[config.mk]
export PLATFORM = sky130hd
export DESIGN_NAME = masked_vector_distance_flat
export DESIGN_NICKNAME = d
export VERILOG_FILES = /design/src/rtl/mvd_pkg.sv /design/src/rtl/mvd_if.sv /design/src/rtl/mvd_mul.sv /design/src/rtl/mvd_sqdiv.sv /design/src/rtl/masked_vector_distance.sv /design/src/flat_wrapper.sv
export SDC_FILE = /design/constraint.sdc
export NUM_CORES = 2
export LEC_CHECK = 0
export BUFFER_PORTS_ARGS = -buffer_cell sky130_fd_sc_hd__buf_2
export CORE_ASPECT_RATIO = 1.4
export CORE_MARGIN = 3
export CORE_UTILIZATION = 51
export CTS_BUF_LIST = sky130_fd_sc_hd__clkbuf_4
export CTS_CLUSTER_DIAMETER = 120
export CTS_CLUSTER_SIZE = 30
export DETAILED_ROUTE_END_ITERATION = 16
export HOLD_SLACK_MARGIN = 0.08
export PLACE_DENSITY = 0.67
export SLEW_MARGIN = 10
export SYNTH_ARGS = -nofsm -noshare
export SYNTH_HDL_FRONTEND = slang
export SYNTH_HIERARCHICAL = 1
export SYNTH_SLANG_ARGS = --single-unit
[constraint.sdc]
create_clock -name clk -period 15.1 [get_ports clk]
set_input_delay 3.02 -clock clk [delete_from_list [all_inputs] [get_ports clk]]
set_output_delay 3.02 -clock clk [all_outputs]
set_load 0.05 [all_outputs]
[src/rtl/mvd_pkg.sv]
// shared types, widths and constants for the masked vector distance block
`default_nettype none
package mvd_pkg;
	localparam int FRAC_BITS    = 8;
	localparam int MAX_ELEMENTS = 1024;
	localparam int COUNT_LIMIT  = 2047;

	localparam int VAL_W   = 16;
	localparam int W_SD    = 45;
	localparam int W_SP    = 48;
	localparam int W_SF    = 28;
	localparam int W_SQ    = 41;
	localparam int W_CNT   = 11;
	localparam int DIST_W  = 40;
	localparam int OP_W    = 53;
	localparam int SG_W    = OP_W + 1;
	localparam int PROD_W  = 2 * OP_W;
	localparam int RAD_W   = 108;
	localparam int ROOT_W  = RAD_W / 2;
	localparam int REM_W   = ROOT_W + 4;
	localparam int Q_BITS  = 16;
	localparam int SQ_STEPS = RAD_W / 2;
	localparam int SD_CW   = $clog2(SQ_STEPS + 1);
	localparam int SQ_SHIFT = 32 - 2 * FRAC_BITS;
	localparam int M_SHIFT  = 16 - FRAC_BITS;
	localparam int MAN_W    = W_SD + 16;
	localparam int OP_CW    = 3;

	localparam logic [1:0] MET_EUCLID    = 2'd0;
	localparam logic [1:0] MET_MANHATTAN = 2'd1;

	localparam logic [DIST_W-1:0] ONE_Q16 = DIST_W'(65536);
	localparam logic [DIST_W-1:0] TWO_Q16 = DIST_W'(131072);

	typedef enum logic [1:0] {
		SQ_ROOT,
		SQ_DIV
	} sq_mode_t;

	typedef struct packed {
		logic     start;
		sq_mode_t mode;
	} sq_ctl_t;

	typedef enum logic [3:0] {
		S_IDLE,
		S_EISS,
		S_EWAIT,
		S_FINAL,
		S_PISS,
		S_PWAIT,
		S_PCHK,
		S_SQISS,
		S_SQWAIT,
		S_DVCHK,
		S_DVISS,
		S_DVWAIT,
		S_DONE
	} state_t;

	function automatic logic [OP_W-1:0] mag(input logic signed [SG_W-1:0] v);
		logic signed [SG_W-1:0] t;
		t = v[SG_W-1] ? -v : v;
		return t[OP_W-1:0];
	endfunction
endpackage
`default_nettype wire

[src/rtl/mvd_if.sv]
// item, result and configuration channel interfaces
`default_nettype none
interface mvd_item_if;
	logic                    valid;
	logic                    ready;
	logic signed [15:0]      x_value;
	logic signed [15:0]      y_value;
	logic                    x_null;
	logic                    y_null;
	logic                    last_element;
	modport source(output valid, x_value, y_value, x_null, y_null, last_element, input ready);
	modport sink(input valid, x_value, y_value, x_null, y_null, last_element, output ready);
endinterface

interface mvd_res_if;
	logic        valid;
	logic        ready;
	logic [39:0] distance;
	logic        empty_res;
	logic        degenerate;
	logic [10:0] pair_count;
	modport source(output valid, distance, empty_res, degenerate, pair_count, input ready);
	modport sink(input valid, distance, empty_res, degenerate, pair_count, output ready);
endinterface

interface mvd_cfg_if;
	logic       valid;
	logic       ready;
	logic [1:0] metric;
	modport source(output valid, metric, input ready);
	modport sink(input valid, metric, output ready);
endinterface
`default_nettype wire

[src/rtl/mvd_mul.sv]
// shift-add multiplier, one multiplier bit per cycle, stops when the multiplier runs out
`default_nettype none
module mvd_mul import mvd_pkg::*; (
	input  wire logic              clk,
	input  wire logic              arst_n,
	input  wire logic              start,
	input  wire logic [OP_W-1:0]   a,
	input  wire logic [OP_W-1:0]   b,
	output logic                   done,
	output logic [PROD_W-1:0]      prod
);
	logic              busy_q;
	logic              done_q;
	logic [PROD_W-1:0] a_q;
	logic [OP_W-1:0]   b_q;
	logic [PROD_W-1:0] acc_q;

	always_ff @(posedge clk or negedge arst_n) begin
		if (!arst_n) begin
			busy_q <= 1'b0;
			done_q <= 1'b0;
		end else begin
			done_q <= 1'b0;
			if (start) begin
				busy_q <= 1'b1;
			end else if (busy_q && b_q == '0) begin
				busy_q <= 1'b0;
				done_q <= 1'b1;
			end
		end
	end

	always_ff @(posedge clk) begin
		if (start) begin
			a_q   <= PROD_W'(a);
			b_q   <= b;
			acc_q <= '0;
		end else if (busy_q && b_q != '0) begin
			if (b_q[0]) begin
				acc_q <= acc_q + a_q;
			end
			a_q <= a_q << 1;
			b_q <= b_q >> 1;
		end
	end

	assign done = done_q;
	assign prod = acc_q;
endmodule
`default_nettype wire

[src/rtl/mvd_sqdiv.sv]
// bit-serial square root and restoring divide sharing one compare and subtract
`default_nettype none
module mvd_sqdiv import mvd_pkg::*; (
	input  wire logic              clk,
	input  wire logic              arst_n,
	input  wire sq_ctl_t           ctl,
	input  wire logic [RAD_W-1:0]  radicand,
	input  wire logic [OP_W-1:0]   dividend,
	input  wire logic [ROOT_W-1:0] divisor,
	output logic                   done,
	output logic [ROOT_W-1:0]      result
);
	logic              busy_q;
	logic              done_q;
	logic [SD_CW-1:0]  cnt_q;
	sq_mode_t          mode_q;
	logic [RAD_W-1:0]  rad_q;
	logic [REM_W-1:0]  rem_q;
	logic [ROOT_W-1:0] root_q;
	logic [ROOT_W-1:0] dsr_q;
	logic [REM_W-1:0]  rem_sh;
	logic [REM_W-1:0]  trial;
	logic [REM_W-1:0]  diff;
	logic              ge;

	always_comb begin
		if (mode_q == SQ_ROOT) begin
			rem_sh = {rem_q[REM_W-3:0], rad_q[RAD_W-1 -: 2]};
			trial  = REM_W'({root_q, 2'b01});
		end else begin
			rem_sh = {rem_q[REM_W-2:0], 1'b0};
			trial  = REM_W'(dsr_q);
		end
		ge   = rem_sh >= trial;
		diff = rem_sh - trial;
	end

	always_ff @(posedge clk or negedge arst_n) begin
		if (!arst_n) begin
			busy_q <= 1'b0;
			done_q <= 1'b0;
			cnt_q  <= '0;
		end else begin
			done_q <= 1'b0;
			if (ctl.start) begin
				busy_q <= 1'b1;
				cnt_q  <= (ctl.mode == SQ_ROOT) ? SD_CW'(SQ_STEPS) : SD_CW'(Q_BITS);
			end else if (busy_q) begin
				cnt_q <= cnt_q - 1'b1;
				if (cnt_q == SD_CW'(1)) begin
					busy_q <= 1'b0;
					done_q <= 1'b1;
				end
			end
		end
	end

	always_ff @(posedge clk) begin
		if (ctl.start) begin
			mode_q <= ctl.mode;
			rad_q  <= radicand;
			rem_q  <= (ctl.mode == SQ_DIV) ? REM_W'(dividend) : '0;
			root_q <= '0;
			dsr_q  <= divisor;
		end else if (busy_q) begin
			rem_q  <= ge ? diff : rem_sh;
			root_q <= {root_q[ROOT_W-2:0], ge};
			rad_q  <= rad_q << 2;
		end
	end

	assign done   = done_q;
	assign result = root_q;
endmodule
`default_nettype wire

[src/rtl/masked_vector_distance.sv]
// masked vector distance top level: accumulators, sequencer and result register
// Element pairs enter one at a time. A pair with a null element is skipped. A present pair
// runs four products through the shared shift-add multiplier, each running until its
// multiplier operand has no set bits left. The pair marked last then closes the vectors:
// manhattan finishes directly, euclidean adds a 54-step square root, pearson adds six
// products of the sums, their variance product, the 54-step root and a 16-step divide.
// The result waits in an output register, so the next vector can start while it is held.
`default_nettype none
module masked_vector_distance import mvd_pkg::*; (
	input  wire logic  clk,
	input  wire logic  arst_n,
	mvd_cfg_if.sink    cfg,
	mvd_item_if.sink   items,
	mvd_res_if.source  results
);
	state_t state_q, state_d;

	logic [1:0]                metric_q;
	logic [W_SD-1:0]           sum_diff_q;
	logic signed [W_SP-1:0]    sum_products_q;
	logic signed [W_SF-1:0]    sum_first_q;
	logic signed [W_SF-1:0]    sum_second_q;
	logic [W_SQ-1:0]           sum_first_squares_q;
	logic [W_SQ-1:0]           sum_second_squares_q;
	logic [W_CNT-1:0]          valid_pairs_q;
	logic [OP_CW-1:0]          op_q;
	logic                      res_valid_q;

	logic signed [VAL_W-1:0]   x_q, y_q;
	logic                      last_q;
	logic                      neg_q;
	logic signed [SG_W-1:0]    tmp_q, num_q, d1_q, d2_q;
	logic [RAD_W-1:0]          rad_q;
	logic [ROOT_W-1:0]         s_q;
	logic [DIST_W-1:0]         dist_q;
	logic                      empty_q, degen_q;
	logic [DIST_W-1:0]         out_dist_q;
	logic                      out_empty_q, out_degen_q;
	logic [W_CNT-1:0]          out_count_q;

	logic                      in_acc, take_pair, out_free, is_pearson, empty_now;
	logic                      mul_start, mul_done, mul_neg;
	logic [OP_W-1:0]           mul_a, mul_b;
	logic [PROD_W-1:0]         mul_prod;
	logic signed [SG_W-1:0]    p_s;
	sq_ctl_t                   sq_ctl;
	logic                      sq_done;
	logic [ROOT_W-1:0]         sq_res;
	logic signed [SG_W-1:0]    xs, ys, dd, sps, sfs1, sss1;
	logic [OP_W-1:0]           n53, num_mag;
	logic [MAN_W-1:0]          man_wide;
	logic                      degen_now, q_full;

	assign in_acc     = items.valid && items.ready;
	assign out_free   = !res_valid_q || results.ready;
	assign is_pearson = (metric_q != MET_EUCLID) && (metric_q != MET_MANHATTAN);
	assign empty_now  = (valid_pairs_q == '0);
	assign take_pair  = !items.x_null && !items.y_null
		&& (int'(valid_pairs_q) < MAX_ELEMENTS) && (int'(valid_pairs_q) < COUNT_LIMIT);

	assign xs   = SG_W'(x_q);
	assign ys   = SG_W'(y_q);
	assign dd   = xs - ys;
	assign sps  = SG_W'(sum_products_q);
	assign sfs1 = SG_W'(sum_first_q);
	assign sss1 = SG_W'(sum_second_q);
	assign n53  = OP_W'(valid_pairs_q);
	assign num_mag   = mag(num_q);
	assign man_wide  = MAN_W'(sum_diff_q) << M_SHIFT;
	assign degen_now = (d1_q <= 0) || (d2_q <= 0);
	assign q_full    = (s_q == '0) || ({1'b0, num_mag} >= s_q);
	assign p_s = neg_q ? -$signed(mul_prod[SG_W-1:0]) : $signed(mul_prod[SG_W-1:0]);

	// operand select for the shared multiplier
	always_comb begin
		mul_a   = '0;
		mul_b   = '0;
		mul_neg = 1'b0;
		if (state_q == S_EISS) begin
			case (op_q)
				3'd0: begin
					mul_a = mag(dd);
					mul_b = (metric_q == MET_MANHATTAN) ? OP_W'(1) : mag(dd);
				end
				3'd1: begin
					mul_a = mag(xs);
					mul_b = mag(xs);
				end
				3'd2: begin
					mul_a = mag(ys);
					mul_b = mag(ys);
				end
				default: begin
					mul_a   = mag(xs);
					mul_b   = mag(ys);
					mul_neg = x_q[VAL_W-1] ^ y_q[VAL_W-1];
				end
			endcase
		end else begin
			case (op_q)
				3'd0: begin
					mul_a   = mag(sps);
					mul_b   = n53;
					mul_neg = sum_products_q[W_SP-1];
				end
				3'd1: begin
					mul_a   = mag(sfs1);
					mul_b   = mag(sss1);
					mul_neg = sum_first_q[W_SF-1] ^ sum_second_q[W_SF-1];
				end
				3'd2: begin
					mul_a = OP_W'(sum_first_squares_q);
					mul_b = n53;
				end
				3'd3: begin
					mul_a = mag(sfs1);
					mul_b = mag(sfs1);
				end
				3'd4: begin
					mul_a = OP_W'(sum_second_squares_q);
					mul_b = n53;
				end
				3'd5: begin
					mul_a = mag(sss1);
					mul_b = mag(sss1);
				end
				default: begin
					mul_a = d1_q[OP_W-1:0];
					mul_b = d2_q[OP_W-1:0];
				end
			endcase
		end
	end

	always_comb begin
		state_d = state_q;
		unique case (state_q)
			S_IDLE: begin
				if (in_acc) begin
					if (take_pair) state_d = S_EISS;
					else if (items.last_element) state_d = S_FINAL;
				end
			end
			S_EISS: state_d = S_EWAIT;
			S_EWAIT: begin
				if (mul_done && op_q == OP_CW'(3)) state_d = last_q ? S_FINAL : S_IDLE;
				else if (mul_done) state_d = S_EISS;
			end
			S_FINAL: begin
				if (is_pearson) state_d = S_PISS;
				else if (empty_now) state_d = S_DONE;
				else if (metric_q == MET_EUCLID) state_d = S_SQISS;
				else state_d = S_DONE;
			end
			S_PISS: state_d = S_PWAIT;
			S_PWAIT: begin
				if (mul_done) begin
					if (op_q == OP_CW'(5)) state_d = S_PCHK;
					else if (op_q == OP_CW'(6)) state_d = S_SQISS;
					else state_d = S_PISS;
				end
			end
			S_PCHK: state_d = degen_now ? S_DONE : S_PISS;
			S_SQISS: state_d = S_SQWAIT;
			S_SQWAIT: begin
				if (sq_done) state_d = (metric_q == MET_EUCLID) ? S_DONE : S_DVCHK;
			end
			S_DVCHK: state_d = q_full ? S_DONE : S_DVISS;
			S_DVISS: state_d = S_DVWAIT;
			S_DVWAIT: begin
				if (sq_done) state_d = S_DONE;
			end
			S_DONE: begin
				if (out_free) state_d = S_IDLE;
			end
			default: state_d = S_IDLE;
		endcase
	end

	always_comb begin
		items.ready = (state_q == S_IDLE);
		mul_start   = (state_q == S_EISS) || (state_q == S_PISS);
		sq_ctl.start = (state_q == S_SQISS) || (state_q == S_DVISS);
		sq_ctl.mode  = (state_q == S_DVISS) ? SQ_DIV : SQ_ROOT;
	end

	assign cfg.ready = 1'b1;

	always_ff @(posedge clk or negedge arst_n) begin
		if (!arst_n) begin
			state_q              <= S_IDLE;
			metric_q             <= MET_EUCLID;
			op_q                 <= '0;
			res_valid_q          <= 1'b0;
			sum_diff_q           <= '0;
			sum_products_q       <= '0;
			sum_first_q          <= '0;
			sum_second_q         <= '0;
			sum_first_squares_q  <= '0;
			sum_second_squares_q <= '0;
			valid_pairs_q        <= '0;
		end else begin
			state_q <= state_d;
			if (cfg.valid && cfg.ready) metric_q <= cfg.metric;
			if (results.ready && !(state_q == S_DONE && out_free)) res_valid_q <= 1'b0;
			if (state_q == S_IDLE && in_acc) op_q <= '0;
			if (state_q == S_FINAL) op_q <= '0;
			if ((state_q == S_EWAIT || state_q == S_PWAIT) && mul_done) op_q <= op_q + 1'b1;
			if (state_q == S_EWAIT && mul_done) begin
				case (op_q)
					3'd0: sum_diff_q <= sum_diff_q + p_s[W_SD-1:0];
					3'd1: sum_first_squares_q <= sum_first_squares_q + p_s[W_SQ-1:0];
					3'd2: sum_second_squares_q <= sum_second_squares_q + p_s[W_SQ-1:0];
					default: begin
						sum_products_q <= sum_products_q + p_s[W_SP-1:0];
						sum_first_q    <= sum_first_q + W_SF'(x_q);
						sum_second_q   <= sum_second_q + W_SF'(y_q);
						valid_pairs_q  <= valid_pairs_q + 1'b1;
					end
				endcase
			end
			if (state_q == S_DONE && out_free) begin
				res_valid_q          <= 1'b1;
				sum_diff_q           <= '0;
				sum_products_q       <= '0;
				sum_first_q          <= '0;
				sum_second_q         <= '0;
				sum_first_squares_q  <= '0;
				sum_second_squares_q <= '0;
				valid_pairs_q        <= '0;
			end
		end
	end

	always_ff @(posedge clk) begin
		if (state_q == S_IDLE && in_acc) begin
			x_q    <= items.x_value;
			y_q    <= items.y_value;
			last_q <= items.last_element;
		end
		if (mul_start) neg_q <= mul_neg;
		if (state_q == S_PWAIT && mul_done) begin
			case (op_q)
				3'd1: num_q <= tmp_q - p_s;
				3'd3: d1_q  <= tmp_q - p_s;
				3'd5: d2_q  <= tmp_q - p_s;
				3'd6: rad_q <= RAD_W'(mul_prod);
				default: tmp_q <= p_s;
			endcase
		end
		if (state_q == S_FINAL) begin
			empty_q <= empty_now;
			degen_q <= 1'b0;
			rad_q   <= RAD_W'(sum_diff_q) << SQ_SHIFT;
			if (empty_now) dist_q <= '1;
			else if (|man_wide[MAN_W-1:DIST_W]) dist_q <= '1;
			else dist_q <= man_wide[DIST_W-1:0];
		end
		if (state_q == S_PCHK && degen_now) begin
			degen_q <= 1'b1;
			dist_q  <= TWO_Q16;
		end
		if (state_q == S_SQWAIT && sq_done) begin
			s_q <= sq_res;
			if (|sq_res[ROOT_W-1:DIST_W]) dist_q <= '1;
			else dist_q <= sq_res[DIST_W-1:0];
		end
		// correlation magnitude reaches one
		if (state_q == S_DVCHK) dist_q <= num_q[SG_W-1] ? TWO_Q16 : '0;
		if (state_q == S_DVWAIT && sq_done) begin
			dist_q <= num_q[SG_W-1] ? ONE_Q16 + DIST_W'(sq_res[Q_BITS-1:0])
				: ONE_Q16 - DIST_W'(sq_res[Q_BITS-1:0]);
		end
		if (state_q == S_DONE && out_free) begin
			out_dist_q  <= dist_q;
			out_empty_q <= empty_q;
			out_degen_q <= degen_q;
			out_count_q <= valid_pairs_q;
		end
	end

	mvd_mul u_mul (
		.clk    (clk),
		.arst_n (arst_n),
		.start  (mul_start),
		.a      (mul_a),
		.b      (mul_b),
		.done   (mul_done),
		.prod   (mul_prod)
	);

	mvd_sqdiv u_sqdiv (
		.clk      (clk),
		.arst_n   (arst_n),
		.ctl      (sq_ctl),
		.radicand (rad_q),
		.dividend (num_mag),
		.divisor  (s_q),
		.done     (sq_done),
		.result   (sq_res)
	);

	assign results.valid      = res_valid_q;
	assign results.distance   = out_dist_q;
	assign results.empty_res  = out_empty_q;
	assign results.degenerate = out_degen_q;
	assign results.pair_count = out_count_q;

`ifndef NO_ASSERTIONS
	a_degen_two: assert property (@(posedge clk) disable iff (!arst_n)
		results.valid && results.degenerate |-> results.distance == TWO_Q16)
		else $error("degenerate result not 2.0");
	a_empty_ones: assert property (@(posedge clk) disable iff (!arst_n)
		results.valid && results.empty_res && !results.degenerate
		|-> results.distance == {DIST_W{1'b1}})
		else $error("empty result not all ones");
	a_count_nonzero: assert property (@(posedge clk) disable iff (!arst_n)
		results.valid && !results.empty_res |-> results.pair_count != '0)
		else $error("non-empty result with zero pairs");
	a_load_from_done: assert property (@(posedge clk) disable iff (!arst_n)
		$rose(results.valid) |-> $past(state_q == S_DONE))
		else $error("result raised outside done state");
`endif
endmodule
`default_nettype wire

[src/flat_wrapper.sv]
// flat-port wrapper written by rule: the top's interface ports become plain ports
module masked_vector_distance_flat import mvd_pkg::*;
  (clk, arst_n, cfg_valid, cfg_metric, cfg_ready, items_valid, items_x_value, items_y_value, items_x_null, items_y_null, items_last_element, items_ready, results_valid, results_distance, results_empty_res, results_degenerate, results_pair_count, results_ready);
  mvd_cfg_if cfg_i ();
  mvd_item_if items_i ();
  mvd_res_if results_i ();
  input  wire logic clk;
  input  wire logic arst_n;
  input wire logic [$bits(cfg_i.valid)-1:0] cfg_valid;
  input wire logic [$bits(cfg_i.metric)-1:0] cfg_metric;
  output wire logic [$bits(cfg_i.ready)-1:0] cfg_ready;
  input wire logic [$bits(items_i.valid)-1:0] items_valid;
  input wire logic [$bits(items_i.x_value)-1:0] items_x_value;
  input wire logic [$bits(items_i.y_value)-1:0] items_y_value;
  input wire logic [$bits(items_i.x_null)-1:0] items_x_null;
  input wire logic [$bits(items_i.y_null)-1:0] items_y_null;
  input wire logic [$bits(items_i.last_element)-1:0] items_last_element;
  output wire logic [$bits(items_i.ready)-1:0] items_ready;
  output wire logic [$bits(results_i.valid)-1:0] results_valid;
  output wire logic [$bits(results_i.distance)-1:0] results_distance;
  output wire logic [$bits(results_i.empty_res)-1:0] results_empty_res;
  output wire logic [$bits(results_i.degenerate)-1:0] results_degenerate;
  output wire logic [$bits(results_i.pair_count)-1:0] results_pair_count;
  input wire logic [$bits(results_i.ready)-1:0] results_ready;
  assign cfg_i.valid = cfg_valid;
  assign cfg_i.metric = cfg_metric;
  assign cfg_ready = cfg_i.ready;
  assign items_i.valid = items_valid;
  assign items_i.x_value = items_x_value;
  assign items_i.y_value = items_y_value;
  assign items_i.x_null = items_x_null;
  assign items_i.y_null = items_y_null;
  assign items_i.last_element = items_last_element;
  assign items_ready = items_i.ready;
  assign results_valid = results_i.valid;
  assign results_distance = results_i.distance;
  assign results_empty_res = results_i.empty_res;
  assign results_degenerate = results_i.degenerate;
  assign results_pair_count = results_i.pair_count;
  assign results_i.ready = results_ready;
  masked_vector_distance u_core (.clk(clk), .arst_n(arst_n), .cfg(cfg_i), .items(items_i), .results(results_i));
endmodule
==> reports/results.ini <==
[run_status]
outcome=finished, final reports clean

[global_routing]
antenna_found_initial=19
grt.total_usage_pct=33.45
grt_pass1_wl_um=432400
grt_pass1_vias=68100
grt_start_max_net_pins=127
grt.overflow.total=0

[job]
maxCapViolCount=0

[clocking]
clk_latency_ns=1.23
numCtsBuffers=49
cts_setup_buffers=0
cts_buffer_depth=3
cts.sinks=1307
cts_resized=0
clk_pin_slew_ns=0.33
root_buffer=clkbuf_4
cts_tree=yes
ctsHoldBuffers=0
htreeDepth=2

[synth]
ys_types=112
synth.ff_latch_count=1307
syn_area_per_cell_um2=9.449
synth_xor_area_share_pct=6.682
synthSimpleGateAreaFrac_pct=14.65
ys.warnings.count=6
async_flop_share_pct=20.05
synth-edff-count=770
synth_top_family_by_area=compound AO/OA/AOI/OAI gates
synth_compound_area_share_pct=19.86
synthAdderAreaFrac_pct=8.044
seq_area_frac_synth_pct=41.81
syn_inst=8906
netlist_area_um2=84150
synth_flop_cell=edfxtp_1
synth_mux_area_share_pct=5.479

[timing]
hold_viol_final=0
max_freq_ghz=0.1274
rsz0062_at_grt=no
final.min_clock_period_ns=7.848
relSlewSlack_pct=18.68
setup-violations-final=0
worst_pin_slew_ns=1.220
skew_ns=0.07444
finalCritPeriodShare_pct=51.98
drv_slew=0
setup_ws_ns=7.252
finalSetupTns_ns=0

[cells_and_area]
fill_cells=14850
final_cells=10900
final_cell_mix=1013 x nand2_1, 770 x edfxtp_1, 744 x a21oi_1
drive_gt1_share_pct=7.428
final_common_cell=nand2_1
multiInputGateArea_um2=46240
final_nets=9300
area_growth_pct=3.812
final_util_pct=53.55
ff_latch_area_um2=35190

[worst_setup_path]
worstPathArrival_ns=8.88
crit_path_end_kind=flop
crit_fanout=12
worstSetupPathType=flop to flop
required_ns=16.13
crit_path_start_kind=flop

[route]
drc=0
wl_per_cell_um=26.82
ant_nets=0
drtIter0Drc=7323
num_vias=70670
routed_wirelength_um=292300
dr.pass1.iters=6
via_per_inst=6.484

[floorplanning]
die_h_um=486.6
row_count=175
die_x_um=349.3
pin_count=98
start_util_pct=51.59
dieArea_um2=170000
coreArea_um2=163100

[power]
total_power_uw=20030
pwr_density_cell_nw_per_um2=229.2
max-vdd-ir-drop_uv=132.3
p_leak_uw=0.03607

[placement]
detailed_place_hpwl_um=224500
port-buffer-count=96
dp.cells=10800
dp_slack_ns=7.461
gp_congestion=1.006

[hold_path]
hp-class=flop to flop

==> where the power goes <==
group	switching (uW)	internal, uW
combinational	7880	4530
sequential	1010	5210
clock	1100	290
total	10000	10000
==> sequential cells by signal (all words and copies together) (netlist names), 41 cells and up <==
register	cells
u_core/u_sqdiv/dsr_q	54
u_core/u_sqdiv/rad_q	108
u_core/d1_q	54
u_core/u_mul/a_q	106
u_core/d2_q	54
u_core/sum_diff_q	45
u_core/tmp_q	54
u_core/sum_second_squares_q	41
u_core/sum_first_squares_q	41
u_core/u_mul/b_q	53
u_core/u_mul/prod	106
u_core/u_sqdiv/rem_q	57
u_core/s_q	54
u_core/rad_q	106
u_core/sum_products_q	48
u_core/u_sqdiv/result	54
u_core/num_q	54
==> area by class of cell <==
type,count,share of cell area [%]
tap,2124,3.042
multi-input combinational,6857,52.93
sequential,1307,40.28
inverter,294,1.272
antenna,12,0.03437
clock inverter,5,0.09166
timing repair buffer,214,1.604
clock buffer,87,0.7476
==> critical path, cell delays in order (launching register included) <==
cell,delay [ns]
dfxtp_1,0.54
inv_1,0.12
ha_1,0.17
or3b_2,0.48
or3_1,0.43
nor4_1,0.50
nand3b_1,0.28
or3_1,0.47
or2_2,0.38
o31a_1,0.26
xor2_1,0.69
inv_1,0.11
ha_1,0.43
nand2_1,0.09
or4_1,0.55
nor3_1,0.27
nand4_1,0.13
o211ai_1,0.26
a221o_1,0.22
a31oi_1,0.12
o21ai_0,0.61
a21o_1,0.23
a21oi_1,0.08
xnor2_1,0.23
==> Yosys cell counts (47+ instances only) <==
cell	instances	area share [%]
or3_1	67	0.50
inv_1	291	1.3
nor2b_1	59	0.44
o31ai_1	110	0.98
mux2i_1	221	2.6
dfxtp_1	275	6.5
o21ai_0	673	4.0
a21oi_1	744	4.4
nand3_1	308	1.8
ha_1	525	7.8
mux2_2	213	2.9
nor2_1	468	2.1
dfrtp_1	262	7.8
nor4_1	90	0.67
a21o_1	258	2.3
and3_1	77	0.57
nand2_1	1019	4.5
nor3_1	98	0.58
nand4_1	151	1.1
nand2b_1	80	0.59
a211oi_1	58	0.52
a31oi_1	76	0.57
edfxtp_1	770	27
clkbuf_1	362	1.6
a221oi_1	50	0.52
xor2_1	242	2.5
a22o_1	51	0.53
or4_1	47	0.42
o21bai_1	82	0.73
xnor2_1	400	4.2
o21ai_1	64	0.38
o21a_1	61	0.54
==> metrics by stage <==
step,hold WS [ns],instance area (um2)
2_1_floorplan,0.4003,84170
3_3_place_gp,0.4007,86590
3_5_place_dp,0.4045,86600
4_1_cts,0.4386,87330
5_1_grt,0.4574,87340
6_report,0.4411,87360
==> routing by layer <==
metal | global-route usage [%] | part of all wire, % | vias up
met1 | 40.79 | 39 | 34560
li1 | - | - | 32610
met4 | 19.01 | 6.8 | 18
met3 | 3.968 | 6.3 | 721
met5 | 0 | 0.043 | -
met2 | 57.20 | 48 | 2757
==> final timing paths <==
path	from	to	slack (ns)	depth (start not counted)
setup / recovery	u_core/u_mul/prod[0]$_SDFFE_PP0P_	u_core/d1_q[50]$_DFFE_PP_	7.25	23
hold / removal	u_core/dist_q[10]$_DFFE_PP_	u_core/results.distance[10]$_DFFE_PP_	0.44	0
setup reg to reg	u_core/u_mul/prod[0]$_SDFFE_PP0P_	u_core/d1_q[50]$_DFFE_PP_	7.25	23
hold reg to reg	u_core/dist_q[10]$_DFFE_PP_	u_core/results.distance[10]$_DFFE_PP_	0.44	0
max in group asynchronous	arst_n	u_core/valid_pairs_q[10]$_DFFE_PN0P_	11.88	2
min in group asynchronous	arst_n	u_core/sum_products_q[47]$_DFFE_PN0P_	1.80	1
==> kinds of logic after synthesis <==
kind of cell / Yosys count
DFF: 1307
buffers and inverters: 747
muxes: 434
xor gates and xnor gates: 642
adders and majority gates: 535
other: 2
and+or+nand+nor: 2604
AOI/OAI and AO/OA: 2635
No activity file was read; power rests on OpenSTA's default activity.
